--- src/rtl/core/tarw_pkg.sv ---
// Shared types and constants of the tar archive header walker.
package tarw_pkg;

    // Header layout
    localparam logic [8:0] BLOCK_LAST = 9'd511;
    localparam logic [8:0] NAME_LEN   = 9'd100;
    localparam logic [8:0] SIZE_AT    = 9'd124;
    localparam logic [8:0] SIZE_LAST  = 9'd134;
    localparam logic [8:0] TYPE_AT    = 9'd156;
    localparam logic [31:0] ROUND_ADD = 32'd511;

    // Characters of interest
    localparam logic [7:0] CH_DIR   = 8'h35;
    localparam logic [7:0] CH_SLASH = 8'h2F;
    localparam logic [7:0] CH_ZERO  = 8'h30;
    localparam logic [7:0] CH_SEVEN = 8'h37;

    // Result queue geometry
    localparam int QUEUE_DEPTH = 4;
    localparam int QPTR_W      = 2;
    localparam int QCNT_W      = 3;

    typedef enum logic [1:0] {
        PH_HEADER  = 2'd0,
        PH_PAYLOAD = 2'd1,
        PH_DONE    = 2'd2
    } t_phase;

    typedef enum logic [1:0] {
        REC_ENTRY = 2'd0,
        REC_EMPTY = 2'd1,
        REC_EOF   = 2'd2
    } t_kind;

    typedef struct packed {
        logic [7:0] archive_byte;
        logic       final_byte;
    } t_in_item;

    typedef struct packed {
        t_kind       record_kind;
        logic [8:0]  entry_index;
        logic [39:0] data_offset;
        logic [31:0] file_size;
        logic        is_directory;
        logic [9:0]  entries_total;
        logic        last_of_run;
    } t_rec;

    // Up to two records caused by one archive byte, in delivery order
    typedef struct packed {
        logic [1:0] count;
        t_rec       rec_first;
        t_rec       rec_second;
    } t_emit;

endpackage

--- src/rtl/core/tarw_stream_if.sv ---
// Valid/ready stream interface carrying one payload per request.
interface tarw_stream_if #(
    parameter type t_payload = logic
);
    logic     valid;
    logic     ready;
    t_payload payload;

    modport source (output valid, output payload, input ready);
    modport sink   (input valid, input payload, output ready);
endinterface

--- src/rtl/core/tarw_walker.sv ---
// Header walk state and per-byte record generation.
module tarw_walker #(
    parameter int MAX_ENTRIES = 512,
    parameter int OFFSET_BITS = 40
) (
    input  logic              i_clk,
    input  logic              i_rst_n,
    input  logic              i_fire,
    input  tarw_pkg::t_in_item i_item,
    output tarw_pkg::t_emit   o_emit
);
    localparam int CNT_W = $clog2(MAX_ENTRIES + 1);
    localparam logic [CNT_W-1:0] CNT_MAX = CNT_W'(MAX_ENTRIES);

    tarw_pkg::t_phase       r_phase, n_phase;
    logic [8:0]             r_bib, n_bib;
    logic [31:0]            r_acc, n_acc;
    logic                   r_stop, n_stop;
    logic                   r_ended, n_ended;
    logic [7:0]             r_lastc, n_lastc;
    logic                   r_nfz, n_nfz;
    logic [7:0]             r_type, n_type;
    logic [OFFSET_BITS-1:0] r_pos, n_pos;
    logic [22:0]            r_blocks, n_blocks;
    logic [CNT_W-1:0]       r_cnt, n_cnt;

    logic [OFFSET_BITS-1:0] next_pos;
    logic [63:0]            pos_wide;
    logic [31:0]            round_sum;
    logic [22:0]            blocks_dec;
    logic                   dir_flag;
    logic [CNT_W-1:0]       cnt_after;
    logic [31:0]            idx_wide;
    logic [31:0]            total_wide;
    logic                   emit_entry;
    logic                   emit_empty;
    logic                   emit_eof;
    logic [7:0]             b;
    tarw_pkg::t_rec         entry_rec;
    tarw_pkg::t_rec         end_rec;

    // Per-byte derived values
    assign b          = i_item.archive_byte;
    assign next_pos   = r_pos + OFFSET_BITS'(1);
    assign pos_wide   = 64'(next_pos);
    assign round_sum  = r_acc + tarw_pkg::ROUND_ADD;
    assign blocks_dec = (r_blocks != 23'd0) ? (r_blocks - 23'd1) : r_blocks;
    assign dir_flag   = (r_type == tarw_pkg::CH_DIR) ||
                        ((r_acc == 32'd0) && (r_lastc == tarw_pkg::CH_SLASH));

    // Advance the walk by one byte
    always_comb begin
        n_phase    = r_phase;
        n_bib      = r_bib;
        n_acc      = r_acc;
        n_stop     = r_stop;
        n_ended    = r_ended;
        n_lastc    = r_lastc;
        n_nfz      = r_nfz;
        n_type     = r_type;
        n_pos      = r_pos;
        n_blocks   = r_blocks;
        n_cnt      = r_cnt;
        emit_entry = 1'b0;
        emit_empty = 1'b0;
        emit_eof   = 1'b0;
        cnt_after  = r_cnt;
        if (i_fire) begin
            case (r_phase)
                tarw_pkg::PH_HEADER: begin
                    // track the name
                    if (r_bib == 9'd0) begin
                        n_acc   = 32'd0;
                        n_stop  = 1'b0;
                        n_type  = 8'd0;
                        n_nfz   = (b == 8'd0);
                        n_ended = (b == 8'd0);
                        n_lastc = b;
                    end else if (r_bib < tarw_pkg::NAME_LEN) begin
                        if (!r_ended) begin
                            if (b == 8'd0) begin
                                n_ended = 1'b1;
                            end else begin
                                n_lastc = b;
                            end
                        end
                    end
                    // accumulate octal size digits; digit value is the low three bits
                    if ((r_bib inside {[tarw_pkg::SIZE_AT : tarw_pkg::SIZE_LAST]}) &&
                        !r_stop) begin
                        if (b inside {[tarw_pkg::CH_ZERO : tarw_pkg::CH_SEVEN]}) begin
                            n_acc = {r_acc[28:0], b[2:0]};
                        end else begin
                            n_stop = 1'b1;
                        end
                    end
                    if (r_bib == tarw_pkg::TYPE_AT) begin
                        n_type = b;
                    end
                    // close the header
                    if (r_bib == tarw_pkg::BLOCK_LAST) begin
                        n_bib = 9'd0;
                        if (r_nfz) begin
                            n_phase    = tarw_pkg::PH_DONE;
                            emit_empty = 1'b1;
                        end else begin
                            if (r_cnt < CNT_MAX) begin
                                emit_entry = 1'b1;
                                n_cnt      = r_cnt + CNT_W'(1);
                            end
                            n_blocks = round_sum[31:9];
                            n_phase  = (round_sum[31:9] != 23'd0) ? tarw_pkg::PH_PAYLOAD
                                                                  : tarw_pkg::PH_HEADER;
                        end
                    end else begin
                        n_bib = r_bib + 9'd1;
                    end
                end
                tarw_pkg::PH_PAYLOAD: begin
                    // skip payload blocks
                    if (r_bib == tarw_pkg::BLOCK_LAST) begin
                        n_bib    = 9'd0;
                        n_blocks = blocks_dec;
                        if (blocks_dec == 23'd0) begin
                            n_phase = tarw_pkg::PH_HEADER;
                        end
                    end else begin
                        n_bib = r_bib + 9'd1;
                    end
                end
                tarw_pkg::PH_DONE: begin
                    n_bib = r_bib;
                end
                default: begin
                    n_phase = tarw_pkg::PH_HEADER;
                end
            endcase
            n_pos     = next_pos;
            cnt_after = n_cnt;
            // end of archive: report unless already ended, then restart
            if (i_item.final_byte) begin
                emit_eof = (n_phase != tarw_pkg::PH_DONE);
                n_phase  = tarw_pkg::PH_HEADER;
                n_bib    = 9'd0;
                n_acc    = 32'd0;
                n_stop   = 1'b0;
                n_ended  = 1'b0;
                n_lastc  = 8'd0;
                n_nfz    = 1'b0;
                n_type   = 8'd0;
                n_pos    = '0;
                n_blocks = 23'd0;
                n_cnt    = '0;
            end
        end
    end

    // Build the records
    assign idx_wide   = 32'(r_cnt);
    assign total_wide = 32'(cnt_after);

    always_comb begin
        entry_rec.record_kind   = tarw_pkg::REC_ENTRY;
        entry_rec.entry_index   = idx_wide[8:0];
        entry_rec.data_offset   = pos_wide[39:0];
        entry_rec.file_size     = r_acc;
        entry_rec.is_directory  = dir_flag;
        entry_rec.entries_total = total_wide[9:0];
        entry_rec.last_of_run   = !emit_eof;

        end_rec.record_kind   = emit_empty ? tarw_pkg::REC_EMPTY : tarw_pkg::REC_EOF;
        end_rec.entry_index   = 9'd0;
        end_rec.data_offset   = pos_wide[39:0];
        end_rec.file_size     = 32'd0;
        end_rec.is_directory  = 1'b0;
        end_rec.entries_total = total_wide[9:0];
        end_rec.last_of_run   = 1'b1;

        o_emit.count      = 2'(emit_entry) + 2'(emit_empty) + 2'(emit_eof);
        o_emit.rec_first  = emit_entry ? entry_rec : end_rec;
        o_emit.rec_second = end_rec;
    end

    // State registers
    always_ff @(posedge i_clk) begin
        if (!i_rst_n) begin
            r_phase  <= tarw_pkg::PH_HEADER;
            r_bib    <= 9'd0;
            r_acc    <= 32'd0;
            r_stop   <= 1'b0;
            r_ended  <= 1'b0;
            r_lastc  <= 8'd0;
            r_nfz    <= 1'b0;
            r_type   <= 8'd0;
            r_pos    <= '0;
            r_blocks <= 23'd0;
            r_cnt    <= '0;
        end else begin
            r_phase  <= n_phase;
            r_bib    <= n_bib;
            r_acc    <= n_acc;
            r_stop   <= n_stop;
            r_ended  <= n_ended;
            r_lastc  <= n_lastc;
            r_nfz    <= n_nfz;
            r_type   <= n_type;
            r_pos    <= n_pos;
            r_blocks <= n_blocks;
            r_cnt    <= n_cnt;
        end
    end

    // A payload walk always has blocks left to skip
    a_payload_nonzero: assert property (@(posedge i_clk) disable iff (!i_rst_n)
        (r_phase == tarw_pkg::PH_PAYLOAD) |-> (r_blocks != 23'd0))
        else $error("payload phase with no blocks left");

    // The final byte restarts the walk
    a_final_restart: assert property (@(posedge i_clk) disable iff (!i_rst_n)
        (i_fire && i_item.final_byte) |=>
            ((r_pos == '0) && (r_phase == tarw_pkg::PH_HEADER) && (r_cnt == '0)))
        else $error("walk not restarted after final byte");

    // An empty header and an end-of-archive record never share one byte
    a_no_double_end: assert property (@(posedge i_clk) disable iff (!i_rst_n)
        !(emit_empty && emit_eof))
        else $error("two end records for one byte");
endmodule

--- src/rtl/core/tarw_rec_queue.sv ---
// Small result queue taking up to two records per cycle and giving one.
module tarw_rec_queue (
    input  logic             i_clk,
    input  logic             i_rst_n,
    input  tarw_pkg::t_emit  i_emit,
    output logic             o_room,
    tarw_stream_if.source    o_out
);
    tarw_pkg::t_rec r_mem [tarw_pkg::QUEUE_DEPTH];

    logic [tarw_pkg::QPTR_W-1:0] r_head, n_head;
    logic [tarw_pkg::QPTR_W-1:0] r_tail, n_tail;
    logic [tarw_pkg::QCNT_W-1:0] r_count, n_count;
    logic                        pop;
    logic [tarw_pkg::QPTR_W-1:0] tail_next;

    assign pop       = o_out.valid && o_out.ready;
    assign tail_next = r_tail + tarw_pkg::QPTR_W'(1);

    // Leave room for a two-record request
    assign o_room        = (r_count <= tarw_pkg::QCNT_W'(tarw_pkg::QUEUE_DEPTH - 2));
    assign o_out.valid   = (r_count != '0);
    assign o_out.payload = r_mem[r_head];

    // Advance pointers and occupancy
    always_comb begin
        n_head  = pop ? (r_head + tarw_pkg::QPTR_W'(1)) : r_head;
        n_tail  = r_tail + tarw_pkg::QPTR_W'(i_emit.count);
        n_count = r_count + tarw_pkg::QCNT_W'(i_emit.count) - tarw_pkg::QCNT_W'(pop);
    end

    always_ff @(posedge i_clk) begin
        if (!i_rst_n) begin
            r_head  <= '0;
            r_tail  <= '0;
            r_count <= '0;
        end else begin
            r_head  <= n_head;
            r_tail  <= n_tail;
            r_count <= n_count;
        end
    end

    // Store incoming records in order
    always_ff @(posedge i_clk) begin
        if (i_emit.count != 2'd0) begin
            r_mem[r_tail] <= i_emit.rec_first;
        end
        if (i_emit.count == 2'd2) begin
            r_mem[tail_next] <= i_emit.rec_second;
        end
    end

    // Never overfill
    a_no_overflow: assert property (@(posedge i_clk) disable iff (!i_rst_n)
        (i_emit.count != 2'd0) |->
            (({1'b0, r_count} + 4'(i_emit.count)) <= 4'(tarw_pkg::QUEUE_DEPTH)))
        else $error("result queue overflow");

    // Occupancy stays within depth
    a_count_range: assert property (@(posedge i_clk) disable iff (!i_rst_n)
        r_count <= tarw_pkg::QCNT_W'(tarw_pkg::QUEUE_DEPTH))
        else $error("result queue count out of range");

    // A pair of records closes its run only on the second one
    a_pair_order: assert property (@(posedge i_clk) disable iff (!i_rst_n)
        (i_emit.count == 2'd2) |->
            (i_emit.rec_second.last_of_run && !i_emit.rec_first.last_of_run))
        else $error("record pair out of order");
endmodule

--- src/rtl/core/tar_archive_header_walker.sv ---
// Top level of the tar archive header walker.
//
//  Port    Dir  Payload        Meaning
//  i_in    in   t_in_item      archive byte and final-byte marker
//  o_out   out  t_rec          entry, empty-header and end-of-archive records
//
// One archive byte is taken per cycle unless the input stalls; a byte enters an input
// register, then the walk logic updates the header state and produces its records.
// A byte yields zero, one or two records, which go through a four-deep queue;
// the input stalls only while that queue has fewer than two free slots.
// Reset is synchronous, active low, and returns the walk to the start of an archive.
// The final byte also restarts the walk, so the next byte begins a new archive.
module tar_archive_header_walker #(
    parameter int MAX_ENTRIES = 512,
    parameter int OFFSET_BITS = 40
) (
    input  logic         i_clk,
    input  logic         i_rst_n,
    tarw_stream_if.sink   i_in,
    tarw_stream_if.source o_out
);
    logic               r_in_valid, n_in_valid;
    tarw_pkg::t_in_item r_in_item;
    logic               room;
    logic               fire;
    tarw_pkg::t_emit    emit;

    // Process the held byte when the queue can take its records
    assign fire       = r_in_valid && room;
    assign i_in.ready = !r_in_valid || room;

    always_comb begin
        n_in_valid = r_in_valid;
        if (i_in.valid && i_in.ready) begin
            n_in_valid = 1'b1;
        end else if (fire) begin
            n_in_valid = 1'b0;
        end
    end

    always_ff @(posedge i_clk) begin
        if (!i_rst_n) begin
            r_in_valid <= 1'b0;
        end else begin
            r_in_valid <= n_in_valid;
        end
    end

    // Hold the accepted request
    always_ff @(posedge i_clk) begin
        if (i_in.valid && i_in.ready) begin
            r_in_item <= i_in.payload;
        end
    end

    tarw_walker #(
        .MAX_ENTRIES(MAX_ENTRIES),
        .OFFSET_BITS(OFFSET_BITS)
    ) u_walker (
        .i_clk  (i_clk),
        .i_rst_n(i_rst_n),
        .i_fire (fire),
        .i_item (r_in_item),
        .o_emit (emit)
    );

    tarw_rec_queue u_queue (
        .i_clk  (i_clk),
        .i_rst_n(i_rst_n),
        .i_emit (emit),
        .o_room (room),
        .o_out  (o_out)
    );

    // Records appear only for a processed byte
    a_emit_on_fire: assert property (@(posedge i_clk) disable iff (!i_rst_n)
        (emit.count != 2'd0) |-> fire)
        else $error("record produced without a byte");

    // A held byte blocks new input until processed
    a_hold_byte: assert property (@(posedge i_clk) disable iff (!i_rst_n)
        (r_in_valid && !room) |-> !i_in.ready)
        else $error("input taken while a byte is held");

    // A stalled byte stays in the input register
    a_stall_keep: assert property (@(posedge i_clk) disable iff (!i_rst_n)
        (r_in_valid && !room) |=> (r_in_valid && $stable(r_in_item)))
        else $error("held byte lost during stall");
endmodule

--- src/flat_wrapper.sv ---
// flat-port wrapper written by rule: the top's interface ports become plain ports
module tar_archive_header_walker_flat 
#(
    parameter int MAX_ENTRIES = 512,
    parameter int OFFSET_BITS = 40
)
  (i_clk, i_rst_n, i_in_valid, i_in_payload, i_in_ready, o_out_valid, o_out_payload, o_out_ready);
  tarw_stream_if #(.t_payload(tarw_pkg::t_in_item)) i_in_i ();
  tarw_stream_if #(.t_payload(tarw_pkg::t_rec)) o_out_i ();
  input  logic i_clk;
  input  logic i_rst_n;
  input wire logic [$bits(i_in_i.valid)-1:0] i_in_valid;
  input wire logic [$bits(i_in_i.payload)-1:0] i_in_payload;
  output wire logic [$bits(i_in_i.ready)-1:0] i_in_ready;
  output wire logic [$bits(o_out_i.valid)-1:0] o_out_valid;
  output wire logic [$bits(o_out_i.payload)-1:0] o_out_payload;
  input wire logic [$bits(o_out_i.ready)-1:0] o_out_ready;
  assign i_in_i.valid = i_in_valid;
  assign i_in_i.payload = i_in_payload;
  assign i_in_ready = i_in_i.ready;
  assign o_out_valid = o_out_i.valid;
  assign o_out_payload = o_out_i.payload;
  assign o_out_i.ready = o_out_ready;
  tar_archive_header_walker #(.MAX_ENTRIES(MAX_ENTRIES), .OFFSET_BITS(OFFSET_BITS)) u_core (.i_clk(i_clk), .i_rst_n(i_rst_n), .i_in(i_in_i), .o_out(o_out_i));
endmodule
--- config.mk ---
export PLATFORM = sky130hd
export DESIGN_NAME = tar_archive_header_walker_flat
export DESIGN_NICKNAME = d
export VERILOG_FILES = /design/src/rtl/core/tarw_pkg.sv /design/src/rtl/core/tarw_stream_if.sv /design/src/rtl/core/tarw_walker.sv /design/src/rtl/core/tarw_rec_queue.sv /design/src/rtl/core/tar_archive_header_walker.sv /design/src/flat_wrapper.sv
export SDC_FILE = /design/constraint.sdc
export NUM_CORES = 1
export LEC_CHECK = 0
export BUFFER_PORTS_ARGS = -buffer_cell sky130_fd_sc_hd__clkbuf_2
export CAP_MARGIN = 40
export CELL_PAD_IN_SITES_DETAIL_PLACEMENT = 1
export CELL_PAD_IN_SITES_GLOBAL_PLACEMENT = 2
export CORE_MARGIN = 2
export CORE_UTILIZATION = 38
export CTS_CLUSTER_SIZE = 12
export DETAILED_ROUTE_END_ITERATION = 12
export PLACE_DENSITY = 0.7
export SLEW_MARGIN = 20
export SYNTH_ARGS = -nofsm -noshare
export SYNTH_HDL_FRONTEND = slang
export SYNTH_SLANG_ARGS = --single-unit
--- constraint.sdc ---
create_clock -name i_clk -period 8 [get_ports i_clk]
set_input_delay 0.4 -clock i_clk [delete_from_list [all_inputs] [get_ports i_clk]]
set_output_delay 0.4 -clock i_clk [all_outputs]
set_load 0.05 [all_outputs]
Yosys cells after proc, flatten, opt, wreduce, memory -nomap -nowiden
Memory sizes are Yosys's and may differ from the RTL's. A register that Yosys moved wholly into a read port is not among the register bits.
Cells that the tools add are included.
Word-level totals
  register bits after elaboration: 152
  bits in writable memories: 380
  input port bits: 13
  output and inout bits: 97
  logic and storage cells: 160
  memories: 1
Operators by class
  add/subtract/negate cells: 12
  $lt $le $gt $ge: 7
  equal/unequal tests: 13
  multiplexer cells: 74
  reductions and logical operators: 36
Memory list
  u_core.u_queue.r_mem: words 4, bits a word 95, read ports 1, clocked after memory_dff 1, write ports 2, RTL line tarw_rec_queue.sv:9  | tarw_pkg::t_rec r_mem [tarw_pkg::QUEUE_DEPTH];
Operators with widths (number)
  $mux W32: 5
  $mux W23: 5
  $mux W95: 1
  $mux W8: 10
  $mux W10: 6
  $pmux W23 S2: 1
  $reduce_bool A23 Y1: 2
  $add A40 B1 Y40 const B: 1
  $mux W40: 1
  $add A32 B9 Y32 const B: 1
  $logic_not A32 Y1: 1
  $mux W1: 32
  $mux W9: 3
  $logic_not A23 Y1: 1
  $sub A23 B1 Y23 const B: 1
  $mux W2: 9
  $eq A8 B6 Y1 const B: 2
  $ne A3 B2 Y1 const B: 4
  $reduce_bool A3 Y1: 4
  $add A10 B1 Y10 const B: 1
  $lt A10 B10 Y1 const B: 1
  $reduce_and A5 Y1: 2
  $reduce_bool A2 Y1: 5
  $add A9 B1 Y9 const B: 1
  28 further kinds: 42

Depth between registers and ports, before layout
  depth in word-level cells: 14
  mapped depth: 20

Cells and area by module
From an unflattened synthesis, not the netlist that was laid out.
Second synthesis, totals
  cells, all modules: 2154
  area total of the unflattened synthesis: 28199.5 sq um
Modules (own cells, without submodules)
  tarw_rec_queue: times used 1, cells each 974, area each 18838.1 sq um, seq. area each 11591.1 sq um
  tarw_walker: times used 1, cells each 1165, area each 9026.2 sq um, seq. area each 2702.6 sq um
  tar_archive_header_walker: times used 1, cells each 15, area each 335.3 sq um, seq. area each 290.3 sq um

Worst setup path before layout
Ideal clock, no wire load.
  path type: reg2reg
  from: register u_core.u_walker.r_bib[0]
  to: memory u_core.u_queue.r_mem[0][10] in the netlist's numbering (enable)
  setup time: 0.406 ns
  arrival: 4.502 ns
  data required time: 7.594 ns
  slack: 3.092 ns
  cell stages (with the launch flop): 19
  path buffers: 4
  clock period less this slack: 4.908 ns
  path through: dfxtp_1 -> ha_1 -> nand2_1 -> nor2_1 -> and2_1 -> ha_1 -> clkbuf_1 -> nand3b_1 -> nor2_1 -> nand2b_1 -> inv_1 -> buf_2 -> fa_1 -> clkbuf_1 -> nor2_1 -> nor3_1 -> nor2_1 -> clkbuf_1 -> inv_1
RTL lines
  start: declaration: RTL line tarw_walker.sv:16  | logic [8:0] r_bib, n_bib;
  start signal: assignment: RTL line tarw_walker.sv:200  | r_bib <= n_bib;
  end: declaration: RTL line tarw_rec_queue.sv:9

==> impl_results.md <==
* Clk network pwr share at 0.385
* Power, Total at 6870 uW
* RePlAce Congestion at roughly 0.82
* CP top delay family: simple AND/OR/NAND/NOR gates
* Switch Pwr at slightly above 2000 uW
* Post-route design area at 0.0264 mm2
* CP bufs+invs at 3
* Hold path startpoint: i_in_payload[7]
* Clk slew on worst S/H paths at about 0.06 ns
* Net Sw Frac at 0.296
* Min-Delay Path Class: input port to flip-flop
* Post-CTS setup buffers at 0
* Aggregate global-route resource usage at 0.215
* # nets final at approximately 2,100
* Antenna violations before repair at 1
* Vias in the first global route at approximately 17,000
* Worst skew pair latency at approximately 0.64 ns
* Worst endpoint data arrival time at 6.18 ns
* Area leader, netlist: edfxtp_1
* Drt wl/cell at around 23 um
* Critical-path maximum fanout at slightly above 50
* H-tree Lvls at 2
* Final Hold Vio Count at 0
* Final Instance Count excl. Fillers at just under 3,000
* CP Capture Type: flip-flop
* R2r worst-path depth at 15
* Post-synth top area share at 0.281
* RSZ-0062 raised after global routing: false
* Synth top area cells: edfxtp_1 28%, dfxtp_1 27%, mux4_2 9.2%, a22o_1 6.5%, nor2_1 6.2%
* Final antenna-violating net count at 0
* P_leak at about 0.0091 uW
* Commonest cells post-synth: 384 x nor2_1, 317 x dfxtp_1, 217 x edfxtp_1, 171 x a22o_1, 139 x clkbuf_1
* Crit path time final at approximately 5.8 ns
* Hold path depth at 1
* Top-count cell post-synth: nor2_1
* Std-Cell Rows at 90
* Ant diodes at 0
* Power per cell area at 260 mW/mm2
* Library cells used by synthesis at 78
* Residual DRC count at 0
* Die width at between 200 and 300 um
* Hold EP: u_core.r_in_item[7]
* Skew final at ~0.040 ns
* Area Growth Syn to Fin at 14.0%
* Post-cts sizing count at 0
* Clock sink count at 534
* Routed vias at around 17,000
* Synth Register Bits at 534
* Clock tree buffer depth at 3
* Reg2Reg Launch Point: u_core.u_walker.r_bib[3]
* Reg2Reg Setup Slack at 2.16 ns
* Placeable Area at around 0.060 mm2
* Drt initial violations at roughly 980
* Max-slew violations at 0
* Die area at about 0.063 mm2
* First-pass GRT wire length at between 100,000 and 150,000 um
* Power Internal at ~4800 uW
* I/O Buffers at between 100 and 150
* Critical path's largest stage delay at 0.79 ns
* Hpwl dp at between 40,000 and 50,000 um
* Initial core utilization at 0.384
* Peak supply drop at roughly 180 uV
* Largest net degree at the start of global routing at 59
* Yosys warnings at 0
* Max-cap violations at 0
* Die Y at ~250 um
* Levels on crit path at 15
* Seq pwr share at 0.435
* Measured slew at the worst slew-check pin at between 0.8 and 0.9 ns
* Critical path launch point type: flip-flop
* Placed cell count at 2,790
* Sequential element share of the synthesized area at 0.555
* Reg2reg end: u_core.u_queue.r_mem[2][63]
* Slowest cell on the critical path: fa_1
* Kind of critical path: flip-flop to flip-flop
* CTS tree: built
* Total clock buffers created by CTS at between 50 and 60
* Cell Area, Synth at around 0.023 mm2
* Part of the cycle the worst path needs at 0.730
* Req. time, crit path at between 8 and 9 ns
* Ys async rst share at 0
* CP cell instances: nand4_1 -> nor2_1 -> and2_1 -> ha_1 -> nand3b_1 -> nor2_1 -> nand2b_1 -> inv_1 -> fa_1 -> nor2_1 -> nor2_1 -> nor2_4 -> buf_4 -> buf_4 -> nor2_1
* Area of placed instances at between 0.02 and 0.025 mm2
* Syn_area_per_cell at roughly 11 um2
* Quantity of hold-fixing buffers added after cts at 7
* FMAX at between 150 and 200 MHz
* Global route overflow at 0
* Syn nets at ~2,100
* Slew headroom at 0.455
* Number of synthesized flops with an enable pin at about 220
* TritonRoute pass-1 iters at 5
* Synth Flop Type: dfxtp_1
* Final setup viols at 0
* IO Count at 110
* Final wirelength at approximately 68,000 um
* Outcome: completed
* Crit-path most repeated cell: nor2_1
* Clock root buffer: clkbuf_16
* Share of layout cells above drive strength 1 at 0.172
* Fin Setup TNS at 0 ns
* Vias/cell at around 5.7
* Gate power share at 0.180
* Post-Syn Instances at around 2,000
## how the worst max path moves through the flow
stage / slack (ns) / endpoint / start
after detailed placement: 2.11 / u_core.u_queue.r_mem[2][63] / u_core.u_walker.r_bib[3]
final: 2.16 / u_core.u_queue.r_mem[2][63] / u_core.u_walker.r_bib[3]
after global routing: 1.63 / u_core.u_queue.r_mem[2][63] / u_core.u_walker.r_bib[3]
after floorplan: 3.09 / u_core.u_queue.r_mem[0][10] / u_core.u_walker.r_bib[0]
after global placement: 2.12 / u_core.u_queue.r_mem[0][53] / u_core.u_walker.r_bib[3]
after CTS: 2.09 / u_core.u_queue.r_mem[2][62] / u_core.u_walker.r_bib[3]
## layout make-up
| type | instances | area, um2 |
|---|---|---|
| Sequential cell | 534 | 12900 |
| Clock buffer | 93 | 1710 |
| Fill cell | 6416 | 33900 |
| Multi-Input combinational cell | 1300 | 9550 |
| Tap cell | 782 | 978 |
| Inverter | 32 | 121 |
| Clock inverter | 15 | 164 |
| Timing Repair Buffer | 151 | 1010 |
## sequential cells by signal, indices dropped and copies added (netlist names), 2 cells and up, named ones only
signal                    flops
u_core.r_in_item              9
u_core.u_walker.r_phase       2
u_core.u_walker.r_blocks     23
u_core.u_walker.r_cnt        10
u_core.u_walker.r_pos        40
u_core.u_walker.r_lastc       8
u_core.u_walker.r_acc        32
u_core.u_walker.r_type        8
u_core.u_queue.r_count        3
u_core.u_walker.r_bib         9
u_core.u_queue.r_mem        380
u_core.u_queue.r_tail         2
u_core.u_queue.r_head         2
## logic make-up after synthesis
| logic type | share of synthesized area |
|---|---|
| flops | 0.555 |
| buf+inv | 0.0346 |
| simple gates | 0.139 |
| fa+ha+maj | 0.00821 |
| mux | 0.0967 |
| compound gates | 0.129 |
| xor+xnor | 0.0374 |
## through the flow
step | worst slack [ns] | hold WS (ns) | utilization
2_1_floorplan | 3.09 | 0.444 | -
3_3_place_gp | 2.12 | 0.455 | 0.402
3_5_place_dp | 2.11 | 0.459 | 0.405
4_1_cts | 2.09 | 0.00418 | 0.437
5_1_grt | 1.63 | 0.00837 | 0.438
6_report | 2.16 | 0.0440 | 0.438
## layer usage
metal	up-vias	routed length (um)	global-route usage
met2	312	32700	0.360
met3	82	2610	0.0290
met4	0	1410	0.0536
met5	-	0	0
met1	8574	31200	0.295
li1	7595	-	-
## power by group through the flow
| stage | Combinational [uW] | Sequential [uW] | Clock, uW |
|---|---|---|---|
| global placement | 1220 | 3050 | 0 |
| global route | 1320 | 3000 | 2820 |
| detailed placement | 1250 | 3050 | 0 |
| floorplan | 1000 | 2970 | 0 |
| CTS | 1260 | 2990 | 2710 |
| finish | 1240 | 2990 | 2640 |
## layout by cell type (no fill, tap or decap), types with 5 or more instances in the layout
| master | netlist | final |
|---|---|---|
| nor2_1 | 384 | 379 |
| dfxtp_1 | 317 | 315 |
| edfxtp_1 | 217 | 217 |
| a22o_1 | 171 | 171 |
| clkbuf_2 | 0 | 109 |
| mux4_2 | 95 | 95 |
| nand2_1 | 78 | 78 |
| clkbuf_16 | 0 | 58 |
| a21oi_1 | 54 | 54 |
| a22oi_1 | 51 | 51 |
| xor2_1 | 50 | 50 |
| xnor2_1 | 49 | 49 |
| nand3_1 | 39 | 39 |
| o21ai_0 | 39 | 39 |
| nor3_1 | 39 | 38 |
| buf_4 | 3 | 26 |
| inv_1 | 30 | 25 |
| nor4_1 | 24 | 24 |
| o22ai_1 | 22 | 22 |
| clkbuf_1 | 139 | 22 |
| nand4_1 | 19 | 19 |
| or3_1 | 14 | 14 |
| and2_1 | 13 | 13 |
| and3_1 | 13 | 13 |
| clkbuf_8 | 0 | 13 |
| ha_1 | 12 | 12 |
| nor2b_1 | 11 | 10 |
| mux2i_1 | 10 | 10 |
| clkinv_2 | 0 | 8 |
| a2bb2oi_1 | 8 | 8 |
| nand2b_1 | 8 | 7 |
| or4_1 | 7 | 7 |
| dlygate4sd3_1 | 0 | 7 |
| a31oi_1 | 5 | 5 |
| buf_16 | 0 | 5 |
No activity file was read; power rests on OpenSTA's default activity.
